## src/rtl/core/ctfu_pkg.sv

```systemverilog
// Package for the table-dump text field decoder.
// Holds the decode mode, error codes, character constants and the result type.
// No dependencies; every other file of the block uses it.
`default_nettype none

package ctfu_pkg;

    localparam int ByteW = 8;
    localparam int ErrW  = 3;
    localparam int OctW  = 6;

    localparam logic [ByteW-1:0] ChTab       = 8'h09;
    localparam logic [ByteW-1:0] ChLf        = 8'h0A;
    localparam logic [ByteW-1:0] ChBackslash = 8'h5C;
    localparam logic [ByteW-1:0] ChNullMark  = 8'h4E;
    localparam logic [ByteW-1:0] ChB         = 8'h62;
    localparam logic [ByteW-1:0] ChV         = 8'h76;
    localparam logic [ByteW-1:0] ChF         = 8'h66;
    localparam logic [ByteW-1:0] ChN         = 8'h6E;
    localparam logic [ByteW-1:0] ChT         = 8'h74;
    localparam logic [ByteW-1:0] ChR         = 8'h72;
    localparam logic [ByteW-1:0] CtlBs       = 8'd8;
    localparam logic [ByteW-1:0] CtlVt       = 8'd11;
    localparam logic [ByteW-1:0] CtlFf       = 8'd12;
    localparam logic [ByteW-1:0] CtlLf       = 8'd10;
    localparam logic [ByteW-1:0] CtlTab      = 8'd9;
    localparam logic [ByteW-1:0] CtlCr       = 8'd13;

    typedef enum logic [ErrW-1:0] {
        ERR_NONE          = 3'd0,
        ERR_END_BACKSLASH = 3'd1,
        ERR_END_OCTAL     = 3'd2,
        ERR_BAD_OCTAL     = 3'd3,
        ERR_NULL_NONEMPTY = 3'd4,
        ERR_DATA_AFTER    = 3'd5
    } err_code_t;

    typedef enum logic [5:0] {
        MODE_NORMAL     = 6'b000001,
        MODE_ESC        = 6'b000010,
        MODE_OCT_SECOND = 6'b000100,
        MODE_OCT_THIRD  = 6'b001000,
        MODE_OCT_BAD    = 6'b010000,
        MODE_DRAIN      = 6'b100000
    } mode_t;

    typedef struct packed {
        logic             has_byte;
        logic [ByteW-1:0] out_byte;
        logic             field_end;
        logic             row_end;
        logic             field_null;
        err_code_t        error_code;
    } result_t;

    function automatic logic is_octal(input logic [ByteW-1:0] b);
        return (b[7:3] == 5'b00110);
    endfunction

    // Byte that an escaped character stands for.
    function automatic logic [ByteW-1:0] escape_map(input logic [ByteW-1:0] b);
        logic [ByteW-1:0] v;
        case (b)
            ChB:     v = CtlBs;
            ChV:     v = CtlVt;
            ChF:     v = CtlFf;
            ChN:     v = CtlLf;
            ChT:     v = CtlTab;
            ChR:     v = CtlCr;
            default: v = b;
        endcase
        return v;
    endfunction

endpackage

`default_nettype wire

```

## src/rtl/core/ctfu_if.sv

```systemverilog
// Valid/ready channel interfaces for the field decoder: raw row bytes in, results out.
// Depends on ctfu_pkg for the byte width and the error code type.
`default_nettype none

interface ctfu_line_if;
    logic                      valid;
    logic                      ready;
    logic [ctfu_pkg::ByteW-1:0] line_byte;
    logic                      line_end;

    modport source (output valid, output line_byte, output line_end, input ready);
    modport sink   (input valid, input line_byte, input line_end, output ready);
endinterface

interface ctfu_result_if;
    logic                       valid;
    logic                       ready;
    logic                       has_byte;
    logic [ctfu_pkg::ByteW-1:0] out_byte;
    logic                       field_end;
    logic                       row_end;
    logic                       field_null;
    logic [ctfu_pkg::ErrW-1:0]  error_code;

    modport source (output valid, output has_byte, output out_byte, output field_end,
                    output row_end, output field_null, output error_code, input ready);
    modport sink   (input valid, input has_byte, input out_byte, input field_end,
                    input row_end, input field_null, input error_code, output ready);
endinterface

`default_nettype wire

```

## src/rtl/core/copy_text_field_unescaper.sv

```systemverilog
// Top level of the table-dump text field decoder: input register, decoder, result register.
// Depends on ctfu_pkg, the channel interfaces in ctfu_if and ctfu_decode.
//
// Row bytes enter on the line channel one per transaction, the last byte of a row
// flagged by line_end. Each byte yields zero or one result transaction on the result
// channel, with field and row end marks, a null marker flag and an error code. The
// block takes one byte per cycle when not held up; a byte sits in the input register
// while the escape state machine decodes it, and its result then goes through the result
// register to the result channel. Bytes that make no result pass without waiting for the
// result channel; a byte that makes a result waits only while the result register
// still holds an earlier result that has not been taken.
`default_nettype none

module copy_text_field_unescaper (
    input wire logic   clk,
    input wire logic   rst_n,
    ctfu_line_if.sink     line,
    ctfu_result_if.source result
);

    logic                          s1_valid_reg;
    logic [ctfu_pkg::ByteW-1:0]    s1_byte_reg;
    logic                          s1_end_reg;
    logic                          out_valid_reg;
    ctfu_pkg::result_t             out_res_reg;

    logic                          emit;
    ctfu_pkg::result_t             res;
    logic                          out_free;
    logic                          s1_advance;

    assign out_free   = !out_valid_reg || result.ready;
    assign s1_advance = s1_valid_reg && (!emit || out_free);
    assign line.ready = !s1_valid_reg || s1_advance;

    ctfu_decode u_decode (
        .clk     (clk),
        .rst_n   (rst_n),
        .advance (s1_advance),
        .in_byte (s1_byte_reg),
        .in_end  (s1_end_reg),
        .emit    (emit),
        .res     (res)
    );

    always_ff @(posedge clk or negedge rst_n)
    begin
        if (!rst_n)
        begin
            s1_valid_reg <= 1'b0;
        end
        else if (line.ready)
        begin
            s1_valid_reg <= line.valid;
        end
    end

    always_ff @(posedge clk)
    begin
        if (line.ready && line.valid)
        begin
            s1_byte_reg <= line.line_byte;
            s1_end_reg  <= line.line_end;
        end
    end

    always_ff @(posedge clk or negedge rst_n)
    begin
        if (!rst_n)
        begin
            out_valid_reg <= 1'b0;
        end
        else if (out_free)
        begin
            out_valid_reg <= s1_advance && emit;
        end
    end

    always_ff @(posedge clk)
    begin
        if (out_free && s1_advance && emit)
        begin
            out_res_reg <= res;
        end
    end

    assign result.valid      = out_valid_reg;
    assign result.has_byte   = out_res_reg.has_byte;
    assign result.out_byte   = out_res_reg.out_byte;
    assign result.field_end  = out_res_reg.field_end;
    assign result.row_end    = out_res_reg.row_end;
    assign result.field_null = out_res_reg.field_null;
    assign result.error_code = out_res_reg.error_code;

endmodule

`default_nettype wire

```

## src/rtl/core/ctfu_decode.sv

```systemverilog
// Escape state machine and field state of the decoder, with its next-result logic.
// Depends on ctfu_pkg; the state advances only when the top level hands it a byte.
`default_nettype none

module ctfu_decode (
    input  wire logic                       clk,
    input  wire logic                       rst_n,
    input  wire logic                       advance,
    input  wire logic [ctfu_pkg::ByteW-1:0] in_byte,
    input  wire logic                       in_end,
    output      logic                       emit,
    output      ctfu_pkg::result_t          res
);

    ctfu_pkg::mode_t               mode_reg, mode_next;
    logic [ctfu_pkg::OctW-1:0]     oct_reg, oct_next;
    logic                          has_data_reg, has_data_next;
    logic                          null_reg, null_next;
    logic                          dan_reg, dan_next;

    logic                          do_data;
    logic                          do_finish;
    logic                          do_fail;
    ctfu_pkg::err_code_t           fail_code;
    logic                          fin_has;
    logic [ctfu_pkg::ByteW-1:0]    fin_byte;
    logic [ctfu_pkg::ByteW-1:0]    data_val;

    always_comb
    begin
        emit          = 1'b0;
        res           = '0;
        mode_next     = mode_reg;
        oct_next      = oct_reg;
        has_data_next = has_data_reg;
        null_next     = null_reg;
        dan_next      = dan_reg;
        do_data       = 1'b0;
        do_finish     = 1'b0;
        do_fail       = 1'b0;
        fail_code     = ctfu_pkg::ERR_NONE;
        fin_has       = 1'b0;
        fin_byte      = '0;
        data_val      = in_byte;

        unique case (mode_reg)
            ctfu_pkg::MODE_DRAIN:
            begin
                if (in_end)
                begin
                    mode_next     = ctfu_pkg::MODE_NORMAL;
                    oct_next      = '0;
                    has_data_next = 1'b0;
                    null_next     = 1'b0;
                    dan_next      = 1'b0;
                end
            end
            ctfu_pkg::MODE_ESC:
            begin
                if (in_byte == ctfu_pkg::ChNullMark)
                begin
                    if (has_data_reg)
                    begin
                        do_fail   = 1'b1;
                        fail_code = ctfu_pkg::ERR_NULL_NONEMPTY;
                    end
                    else
                    begin
                        null_next     = 1'b1;
                        has_data_next = 1'b1;
                        mode_next     = ctfu_pkg::MODE_NORMAL;
                        do_finish     = in_end;
                    end
                end
                else if (ctfu_pkg::is_octal(in_byte))
                begin
                    if (in_end)
                    begin
                        do_fail   = 1'b1;
                        fail_code = ctfu_pkg::ERR_END_OCTAL;
                    end
                    else
                    begin
                        oct_next  = {3'b000, in_byte[2:0]};
                        mode_next = ctfu_pkg::MODE_OCT_SECOND;
                    end
                end
                else
                begin
                    do_data  = 1'b1;
                    data_val = ctfu_pkg::escape_map(in_byte);
                end
            end
            ctfu_pkg::MODE_OCT_SECOND:
            begin
                if (in_end)
                begin
                    do_fail   = 1'b1;
                    fail_code = ctfu_pkg::ERR_END_OCTAL;
                end
                else if (ctfu_pkg::is_octal(in_byte))
                begin
                    oct_next  = {oct_reg[2:0], in_byte[2:0]};
                    mode_next = ctfu_pkg::MODE_OCT_THIRD;
                end
                else
                begin
                    mode_next = ctfu_pkg::MODE_OCT_BAD;
                end
            end
            ctfu_pkg::MODE_OCT_THIRD:
            begin
                if (!ctfu_pkg::is_octal(in_byte))
                begin
                    do_fail   = 1'b1;
                    fail_code = ctfu_pkg::ERR_BAD_OCTAL;
                end
                else
                begin
                    // The top bit of the first digit falls off the 8-bit result.
                    data_val = {oct_reg[4:0], in_byte[2:0]};
                    oct_next = '0;
                    do_data  = 1'b1;
                end
            end
            ctfu_pkg::MODE_OCT_BAD:
            begin
                do_fail   = 1'b1;
                fail_code = ctfu_pkg::ERR_BAD_OCTAL;
            end
            default:
            begin
                mode_next = ctfu_pkg::MODE_NORMAL;
                if (in_byte == ctfu_pkg::ChTab || in_byte == ctfu_pkg::ChLf)
                begin
                    do_finish = 1'b1;
                end
                else if (in_byte == ctfu_pkg::ChBackslash)
                begin
                    if (in_end)
                    begin
                        do_fail   = 1'b1;
                        fail_code = ctfu_pkg::ERR_END_BACKSLASH;
                    end
                    else
                    begin
                        mode_next = ctfu_pkg::MODE_ESC;
                    end
                end
                else
                begin
                    do_data = 1'b1;
                end
            end
        endcase

        if (do_data)
        begin
            dan_next      = dan_reg | null_reg;
            has_data_next = 1'b1;
            mode_next     = ctfu_pkg::MODE_NORMAL;
            if (in_end)
            begin
                do_finish = 1'b1;
                fin_has   = 1'b1;
                fin_byte  = data_val;
            end
            else
            begin
                emit         = 1'b1;
                res.has_byte = 1'b1;
                res.out_byte = data_val;
            end
        end

        if (do_finish)
        begin
            // A byte behind the null marker is reported when the field closes.
            if (dan_next)
            begin
                do_fail   = 1'b1;
                fail_code = ctfu_pkg::ERR_DATA_AFTER;
            end
            else
            begin
                emit           = 1'b1;
                res.has_byte   = fin_has;
                res.out_byte   = fin_byte;
                res.field_end  = 1'b1;
                res.row_end    = in_end;
                res.field_null = null_next;
                mode_next      = ctfu_pkg::MODE_NORMAL;
                oct_next       = '0;
                has_data_next  = 1'b0;
                null_next      = 1'b0;
                dan_next       = 1'b0;
            end
        end

        if (do_fail)
        begin
            emit           = 1'b1;
            res            = '0;
            res.row_end    = in_end;
            res.error_code = fail_code;
            mode_next      = in_end ? ctfu_pkg::MODE_NORMAL : ctfu_pkg::MODE_DRAIN;
            oct_next       = '0;
            has_data_next  = 1'b0;
            null_next      = 1'b0;
            dan_next       = 1'b0;
        end
    end

    always_ff @(posedge clk or negedge rst_n)
    begin
        if (!rst_n)
        begin
            mode_reg     <= ctfu_pkg::MODE_NORMAL;
            oct_reg      <= '0;
            has_data_reg <= 1'b0;
            null_reg     <= 1'b0;
            dan_reg      <= 1'b0;
        end
        else if (advance)
        begin
            mode_reg     <= mode_next;
            oct_reg      <= oct_next;
            has_data_reg <= has_data_next;
            null_reg     <= null_next;
            dan_reg      <= dan_next;
        end
    end

endmodule

`default_nettype wire

```

## src/flat_wrapper.sv

```systemverilog
// flat-port wrapper written by rule: the top's interface ports become plain ports
module copy_text_field_unescaper_flat 
  (clk, rst_n, line_valid, line_line_byte, line_line_end, line_ready, result_valid, result_has_byte, result_out_byte, result_field_end, result_row_end, result_field_null, result_error_code, result_ready);
  ctfu_line_if line_i ();
  ctfu_result_if result_i ();
  input wire logic clk;
  input wire logic rst_n;
  input wire logic [$bits(line_i.valid)-1:0] line_valid;
  input wire logic [$bits(line_i.line_byte)-1:0] line_line_byte;
  input wire logic [$bits(line_i.line_end)-1:0] line_line_end;
  output wire logic [$bits(line_i.ready)-1:0] line_ready;
  output wire logic [$bits(result_i.valid)-1:0] result_valid;
  output wire logic [$bits(result_i.has_byte)-1:0] result_has_byte;
  output wire logic [$bits(result_i.out_byte)-1:0] result_out_byte;
  output wire logic [$bits(result_i.field_end)-1:0] result_field_end;
  output wire logic [$bits(result_i.row_end)-1:0] result_row_end;
  output wire logic [$bits(result_i.field_null)-1:0] result_field_null;
  output wire logic [$bits(result_i.error_code)-1:0] result_error_code;
  input wire logic [$bits(result_i.ready)-1:0] result_ready;
  assign line_i.valid = line_valid;
  assign line_i.line_byte = line_line_byte;
  assign line_i.line_end = line_line_end;
  assign line_ready = line_i.ready;
  assign result_valid = result_i.valid;
  assign result_has_byte = result_i.has_byte;
  assign result_out_byte = result_i.out_byte;
  assign result_field_end = result_i.field_end;
  assign result_row_end = result_i.row_end;
  assign result_field_null = result_i.field_null;
  assign result_error_code = result_i.error_code;
  assign result_i.ready = result_ready;
  copy_text_field_unescaper u_core (.clk(clk), .rst_n(rst_n), .line(line_i), .result(result_i));
endmodule
```

## config.mk

```make
export PLATFORM = sky130hd
export DESIGN_NAME = copy_text_field_unescaper_flat
export DESIGN_NICKNAME = d
export VERILOG_FILES = /design/src/rtl/core/ctfu_pkg.sv /design/src/rtl/core/ctfu_if.sv /design/src/rtl/core/copy_text_field_unescaper.sv /design/src/rtl/core/ctfu_decode.sv /design/src/flat_wrapper.sv
export SDC_FILE = /design/constraint.sdc
export NUM_CORES = 1
export LEC_CHECK = 0
export ABC_AREA = 1
export BUFFER_PORTS_ARGS = -buffer_cell sky130_fd_sc_hd__buf_2
export CORE_MARGIN = 4
export CORE_UTILIZATION = 37
export CTS_BUF_LIST = sky130_fd_sc_hd__clkbuf_16
export CTS_CLUSTER_DIAMETER = 150
export DETAILED_ROUTE_END_ITERATION = 8
export SLEW_MARGIN = 10
export SYNTH_ARGS = -nofsm -noshare
export SYNTH_HDL_FRONTEND = slang
export SYNTH_SLANG_ARGS = --single-unit
```

## constraint.sdc

```tcl
create_clock -name clk -period 2.9 [get_ports clk]
set_input_delay 0.58 -clock clk [delete_from_list [all_inputs] [get_ports clk]]
set_output_delay 0.58 -clock clk [all_outputs]
set_load 0.005 [all_outputs]
```

==> results of run 1 <==
-- through the flow --
step | cells | total power [mW] | utilization (%) | hold slack [ns]
finish | 411 | 1.53 | 44.2 | 0.204
global route | 411 | 1.60 | 44.2 | 0.238
CTS | 411 | 1.54 | 44.0 | 0.229
detailed placement | 403 | 0.912 | 41.3 | 0.477
global placement | 403 | 0.910 | 41.3 | 0.469
floorplan | 298 | 0.839 | - | 0.284
-- path summary, 6_finish.rpt --
path / from / endpoint / cells past startpoint
setup reg to reg: u_core.u_decode.mode_reg[0]$_DFFE_PN1P_ / u_core.result.row_end$_DFFE_PP_ / 12
hold / removal: rst_n / u_core.result.valid$_DFFE_PN0N_ / 1
min in group clk: line_line_byte[0] / u_core.s1_byte_reg[0]$_DFFE_PP_ / 1
max in group asynchronous: rst_n / u_core.u_decode.mode_reg[0]$_DFFE_PN1P_ / 1
setup / recovery: u_core.u_decode.mode_reg[0]$_DFFE_PN1P_ / line_ready / 11
hold reg to reg: u_core.u_decode.dan_reg$_DFFE_PN0P_ / u_core.u_decode.dan_reg$_DFFE_PN0P_ / 2
-- cell usage in the layout (no fill, tap or decap), types with 2 or more instances in the layout --
cell / instances
a211oi_1: 3
a21oi_1: 7
a21oi_2: 2
a31oi_1: 2
buf_2: 29
clkbuf_16: 5
dfrtp_1: 15
edfxtp_1: 24
inv_1: 34
inv_2: 7
nand2_1: 81
nand2_2: 6
nand2_4: 3
nand3_1: 22
nand3_2: 3
nand4_1: 3
nor2_1: 40
nor2_2: 5
nor2_4: 7
nor3_1: 3
o211ai_1: 3
o21ai_0: 15
-- area by class of cell --
class	count	area (sq um)	share of cell area, %
Clock buffer	5	125	4.48
Clock inverter	3	42.5	1.52
Inverter	42	158	5.65
Multi-Input combinational cell	214	1090	39.2
Sequential cell	40	1120	40.2
Tap cell	77	96.3	3.45
Timing Repair Buffer	30	153	5.47
-- power by group through the flow --
stage | Combinational [mW] | Sequential, mW | Clock (mW)
6_report | 0.193 | 0.706 | 0.628
5_1_grt | 0.220 | 0.713 | 0.667
4_1_cts | 0.196 | 0.706 | 0.634
3_5_place_dp | 0.195 | 0.717 | 0
3_3_place_gp | 0.193 | 0.717 | 0
2_1_floorplan | 0.125 | 0.714 | 0
-- metal layers --
metal	share of wire (%)	up-vias	GRT usage (%)
met3	4.5	9	3.07
met5	0	-	0
li1	-	1038	-
met1	48	888	19.9
met4	1.9	0	4.95
met2	46	50	24.0
-- critical path, cell delays in order (launching register included) --
cell      delay [ns]
dfstp_2         0.55
inv_1           0.06
nand2_1         0.12
nand3b_4        0.21
nand2_2         0.10
nor2_4          0.14
nand2_1         0.11
nand2_4         0.12
nor2_4          0.06
nand2_4         0.08
nand3_1         0.11
buf_2           0.15
-- cells by family (layout without fill, tap and decap cells) --
kind of cell | after synthesis | count (layout) | share of synthesized area, %
buf+inv | 44 | 80 | 7.70
compound gates | 37 | 37 | 9.22
simple gates | 177 | 177 | 36.1
flops | 40 | 40 | 47.0
-- timing repair --
action | in CTS | in global routing
gates resized for setup | 0 | 3
endpoints found under the hold margin | 0 | 0
setup endpoints to repair | 0 | 1
==> impl_metrics.json, run 1 <==
{
  "yosysSeqAreaShare_pct": 47.0,
  "layout_setup_ws_ns": 0.216,
  "final_nets": 346,
  "cp-start-kind": "flop",
  "synth_async_sr_flop_share_pct": 40.0,
  "crit_arrival_ns": 2.10,
  "slew-limit-headroom_pct": 75.4,
  "period_share_pct": 92.5,
  "finClkSkew_ns": 0.00782,
  "maxSlewViolCount": 0,
  "p_comb_share_pct": 12.7,
  "core_area_sq_mm": 0.00631,
  "required_ns": 2.32,
  "synth_common_cells": "nand2_1, nor2_1, inv_1",
  "pre_cts_ws_ns": 0.407,
  "power.switching_uw": 390,
  "pwr-share-clk_pct": 41.1,
  "grt_pass1_wl_microns": 9090,
  "insertion_delay_ns": 0.28,
  "swShare_pct": 25.5,
  "fin_crit_ns": 2.68,
  "ant_nets": 0,
  "grt.overflow.total": 0,
  "status": "complete, no violations",
  "synthDominantCellAreaShare_pct": 30.2,
  "cts_made_buffers": 5,
  "power_density_mw_per_mm2": 548,
  "die_area_sq_mm": 0.00780,
  "p_int_mw": 1.14,
  "vias": 1985,
  "cts-root-buf": "clkbuf_16",
  "cts_sinks": 40,
  "fp.dieW_microns": 88.3,
  "cts_setup_buffers": 0,
  "drcViolationCount": 0,
  "grt_max_degree": 18,
  "cts.path.max_buffers": 2,
  "htreeDepth": 2,
  "max_freq_mhz": 373,
  "place_congestion": 0.913,
  "synth_area_leaders": "edfxtp_1, dfrtp_1, nand2_1",
  "cp_max_fo": 9,
  "drt_iter0_drc": 131,
  "syn_area_sq_mm": 0.00239,
  "synth-seq-cells": 40,
  "die_y_microns": 88.3,
  "ir_drop_mv": 0.262,
  "synth.distinct_cells": 33,
  "antenna_found_initial": 0,
  "setup_viol": 0,
  "grt_usage_pct": 14.9,
  "ys_warn_count": 0,
  "rrSetupSlack_ns": 0.60,
  "drive_gt1_share_pct": 22.8,
  "first_pass_iters": 4,
  "hpwl_microns": 4130,
  "wl_per_cell_microns": 12.7,
  "pwr-share-seq_pct": 46.2,
  "synth_nets": 311,
  "fill_cells": 636,
  "syn_inst": 298,
  "dpl_cell_area_sq_mm": 0.00261,
  "cts_tree": "built",
  "tightestPinTransition_ns": 0.369,
  "hp-class": "input port to asynchronous set/reset pin",
  "n_antenna_cell": 0,
  "rsz0062_at_grt": "false",
  "area_growth_pct": 16.9,
  "routed_via_density": 4.83,
  "end_kind": "output port",
  "synth_largest_area_cell": "edfxtp_1",
  "std_cell_rows": 29,
  "cap_violations": 0,
  "synth_edf_count": 24,
  "io_pins": 30,
  "yosysMostFrequentCell": "nand2_1",
  "hold_buffers": 0,
  "fin_area_sq_mm": 0.00279,
  "synth_flop_cell": "edfxtp_1",
  "grt_pass1_vias": 1969,
  "setup_tns_ns": 0,
  "p_leak_nw": 1.33,
  "port_buffers": 29,
  "hold_viol": 0,
  "clk_pin_slew_ns": 0.06,
  "drt-total-wl_microns": 5210,
  "start_util_pct": 37.8,
  "path_class": "flop to output port",
  "syn_avg_cell_area_sq_um": 8.01
}
(Power assumes the default switching activity.)
==> inputs of run 2 (changes only) <==
Settings changed: RECOVER_POWER from default to 100.
==> impl_metrics.json, run 2 (synthesis gave the netlist of run 1 again) <==
{
  "cp_max_fo": 7,
  "port_buffers": 29,
  "die_y_microns": 88.3,
  "finalNonFillerCells": 411,
  "multi_input_area_sq_mm": 0.00106,
  "place_congestion": 0.913,
  "final_nets": 346,
  "hold_viol": 0,
  "met2_usage_pct": 24.0,
  "fp.dieW_microns": 88.3,
  "period_share_pct": 91.7,
  "status": "complete, no violations",
  "final_common_cell": "nand2_1",
  "clk_pin_slew_ns": 0.06,
  "tightestPinTransition_ns": 0.877,
  "cts.path.max_buffers": 2,
  "rsz0062_at_grt": "false",
  "grt_max_degree": 18,
  "required_ns": 2.32,
  "busiest_layer": "met2",
  "ant_nets": 0,
  "core_area_sq_mm": 0.00631,
  "wl_per_cell_microns": 12.8,
  "std_cell_rows": 29,
  "p_leak_nw": 1.31,
  "crit_arrival_ns": 2.08,
  "n_antenna_cell": 0,
  "grtUsageMet1_pct": 19.9,
  "worstReg2RegStart": "u_core.s1_byte_reg[7]$_DFFE_PP_",
  "insertion_delay_ns": 0.28,
  "grt.overflow.total": 0,
  "first_pass_iters": 4,
  "fill_cells": 641,
  "hold_slack_ns": 0.389,
  "drcViolationCount": 0,
  "ir_drop_mv": 0.249,
  "drt-total-wl_microns": 5250,
  "path_class": "flop to output port",
  "cp-start-kind": "flop",
  "io_pins": 30,
  "cp-startpoint": "u_core.s1_byte_reg[1]$_DFFE_PP_",
  "cap_violations": 0,
  "drt_iter0_drc": 123,
  "cts_made_buffers": 5,
  "end_kind": "output port",
  "power_density_mw_per_mm2": 550,
  "setup_viol": 0,
  "register_area_sq_mm": 0.00112,
  "fin_crit_ns": 2.66,
  "max_freq_mhz": 376,
  "drive_gt1_share_pct": 18.3,
  "hold_buffers": 0,
  "die_area_sq_mm": 0.00780,
  "cts_tree": "built",
  "routed_via_density": 4.87,
  "cts-root-buf": "clkbuf_16",
  "area_growth_pct": 15.0,
  "grt_usage_pct": 14.9,
  "maxSlewViolCount": 0,
  "fin_area_sq_mm": 0.00275,
  "dpl_cell_area_sq_mm": 0.00261,
  "antenna_found_initial": 0,
  "htreeDepth": 2,
  "finClkSkew_ns": 0.00774,
  "start_util_pct": 37.8,
  "setup_tns_ns": 0,
  "slew-limit-headroom_pct": 41.6,
  "hp-class": "input port to asynchronous set/reset pin",
  "cts_sinks": 40,
  "grtUsageMet3_pct": 3.07,
  "grt_pass1_wl_microns": 9090,
  "most-common-layout-cells": "nand2_1, nor2_1, inv_1, edfxtp_1, nand3_1",
  "post-route-util_pct": 43.5,
  "hpwl_microns": 4130,
  "dp_cells": 403,
  "grt_pass1_vias": 1969,
  "vias": 2002
}
==> run 2: cell count changes in the layout (fill, tap and decap cells not counted), sizes merged <==
cell    change
buf        -10
clkbuf     +10
==> run 2: timing repair <==
action | CTS | global route
resized for setup | 0 | 3
setup endpoints to repair | 0 | 1
buffers inserted | 0 | 0
endpoints found under the hold margin | 0 | 0
==> run 2: through the flow <==
stage          power [mW]  worst slack (ns)
6_report             1.51             0.242
5_1_grt              1.58           0.00767
4_1_cts              1.54            0.0901
3_5_place_dp        0.912             0.407
3_3_place_gp        0.910             0.483
2_1_floorplan       0.839             0.393
==> run 2: path summary, 6_finish.rpt <==
check	end	slack (ns)	cells past startpoint
max	line_ready	0.24	12
min	u_core.s1_valid_reg$_DFFE_PN0P_	0.39	1
max reg2reg	u_core.u_decode.oct_reg[1]$_DFFE_PN0P_	0.33	12
max in group asynchronous	u_core.u_decode.null_reg$_DFFE_PN0P_	1.97	1
min reg2reg	u_core.u_decode.dan_reg$_DFFE_PN0P_	0.49	2
min in group clk	u_core.s1_byte_reg[0]$_DFFE_PP_	0.47	1
==> run 2: worst max-delay path, stage by stage, from the launching register on <==
cell	delay, ns
edfxtp_1	0.50
nand2_1	0.18
nor2_2	0.20
nand2_2	0.12
nor2_2	0.11
nand2_1	0.09
inv_2	0.07
nand2_1	0.05
nand2_2	0.10
nor2_4	0.05
nand2_4	0.07
nand3_1	0.10
buf_2	0.15
==> run 2: layer usage <==
layer	part of all wire (%)	wire length (microns)
met3	4.8	252
met2	45	2380
met1	48	2500
met4	2.3	119
met5	0	0
==> run 2: power breakdown <==
group / internal, mW / switching, mW / total [mW]
clock: 0.404 / 0.222 / 0.626
sequential: 0.669 / 0.0350 / 0.704
combinational: 0.0553 / 0.125 / 0.180
total: 1.13 / 0.382 / 1.51
==> run 2: cell type report <==
| class | count | share of cell area, % |
|---|---|---|
| tap | 77 | 3.51 |
| clock inverter | 3 | 1.55 |
| sequential | 40 | 40.9 |
| timing repair buffer | 30 | 5.06 |
| inverter | 42 | 5.74 |
| clock buffer | 5 | 4.56 |
| multi-input combinational | 214 | 38.7 |
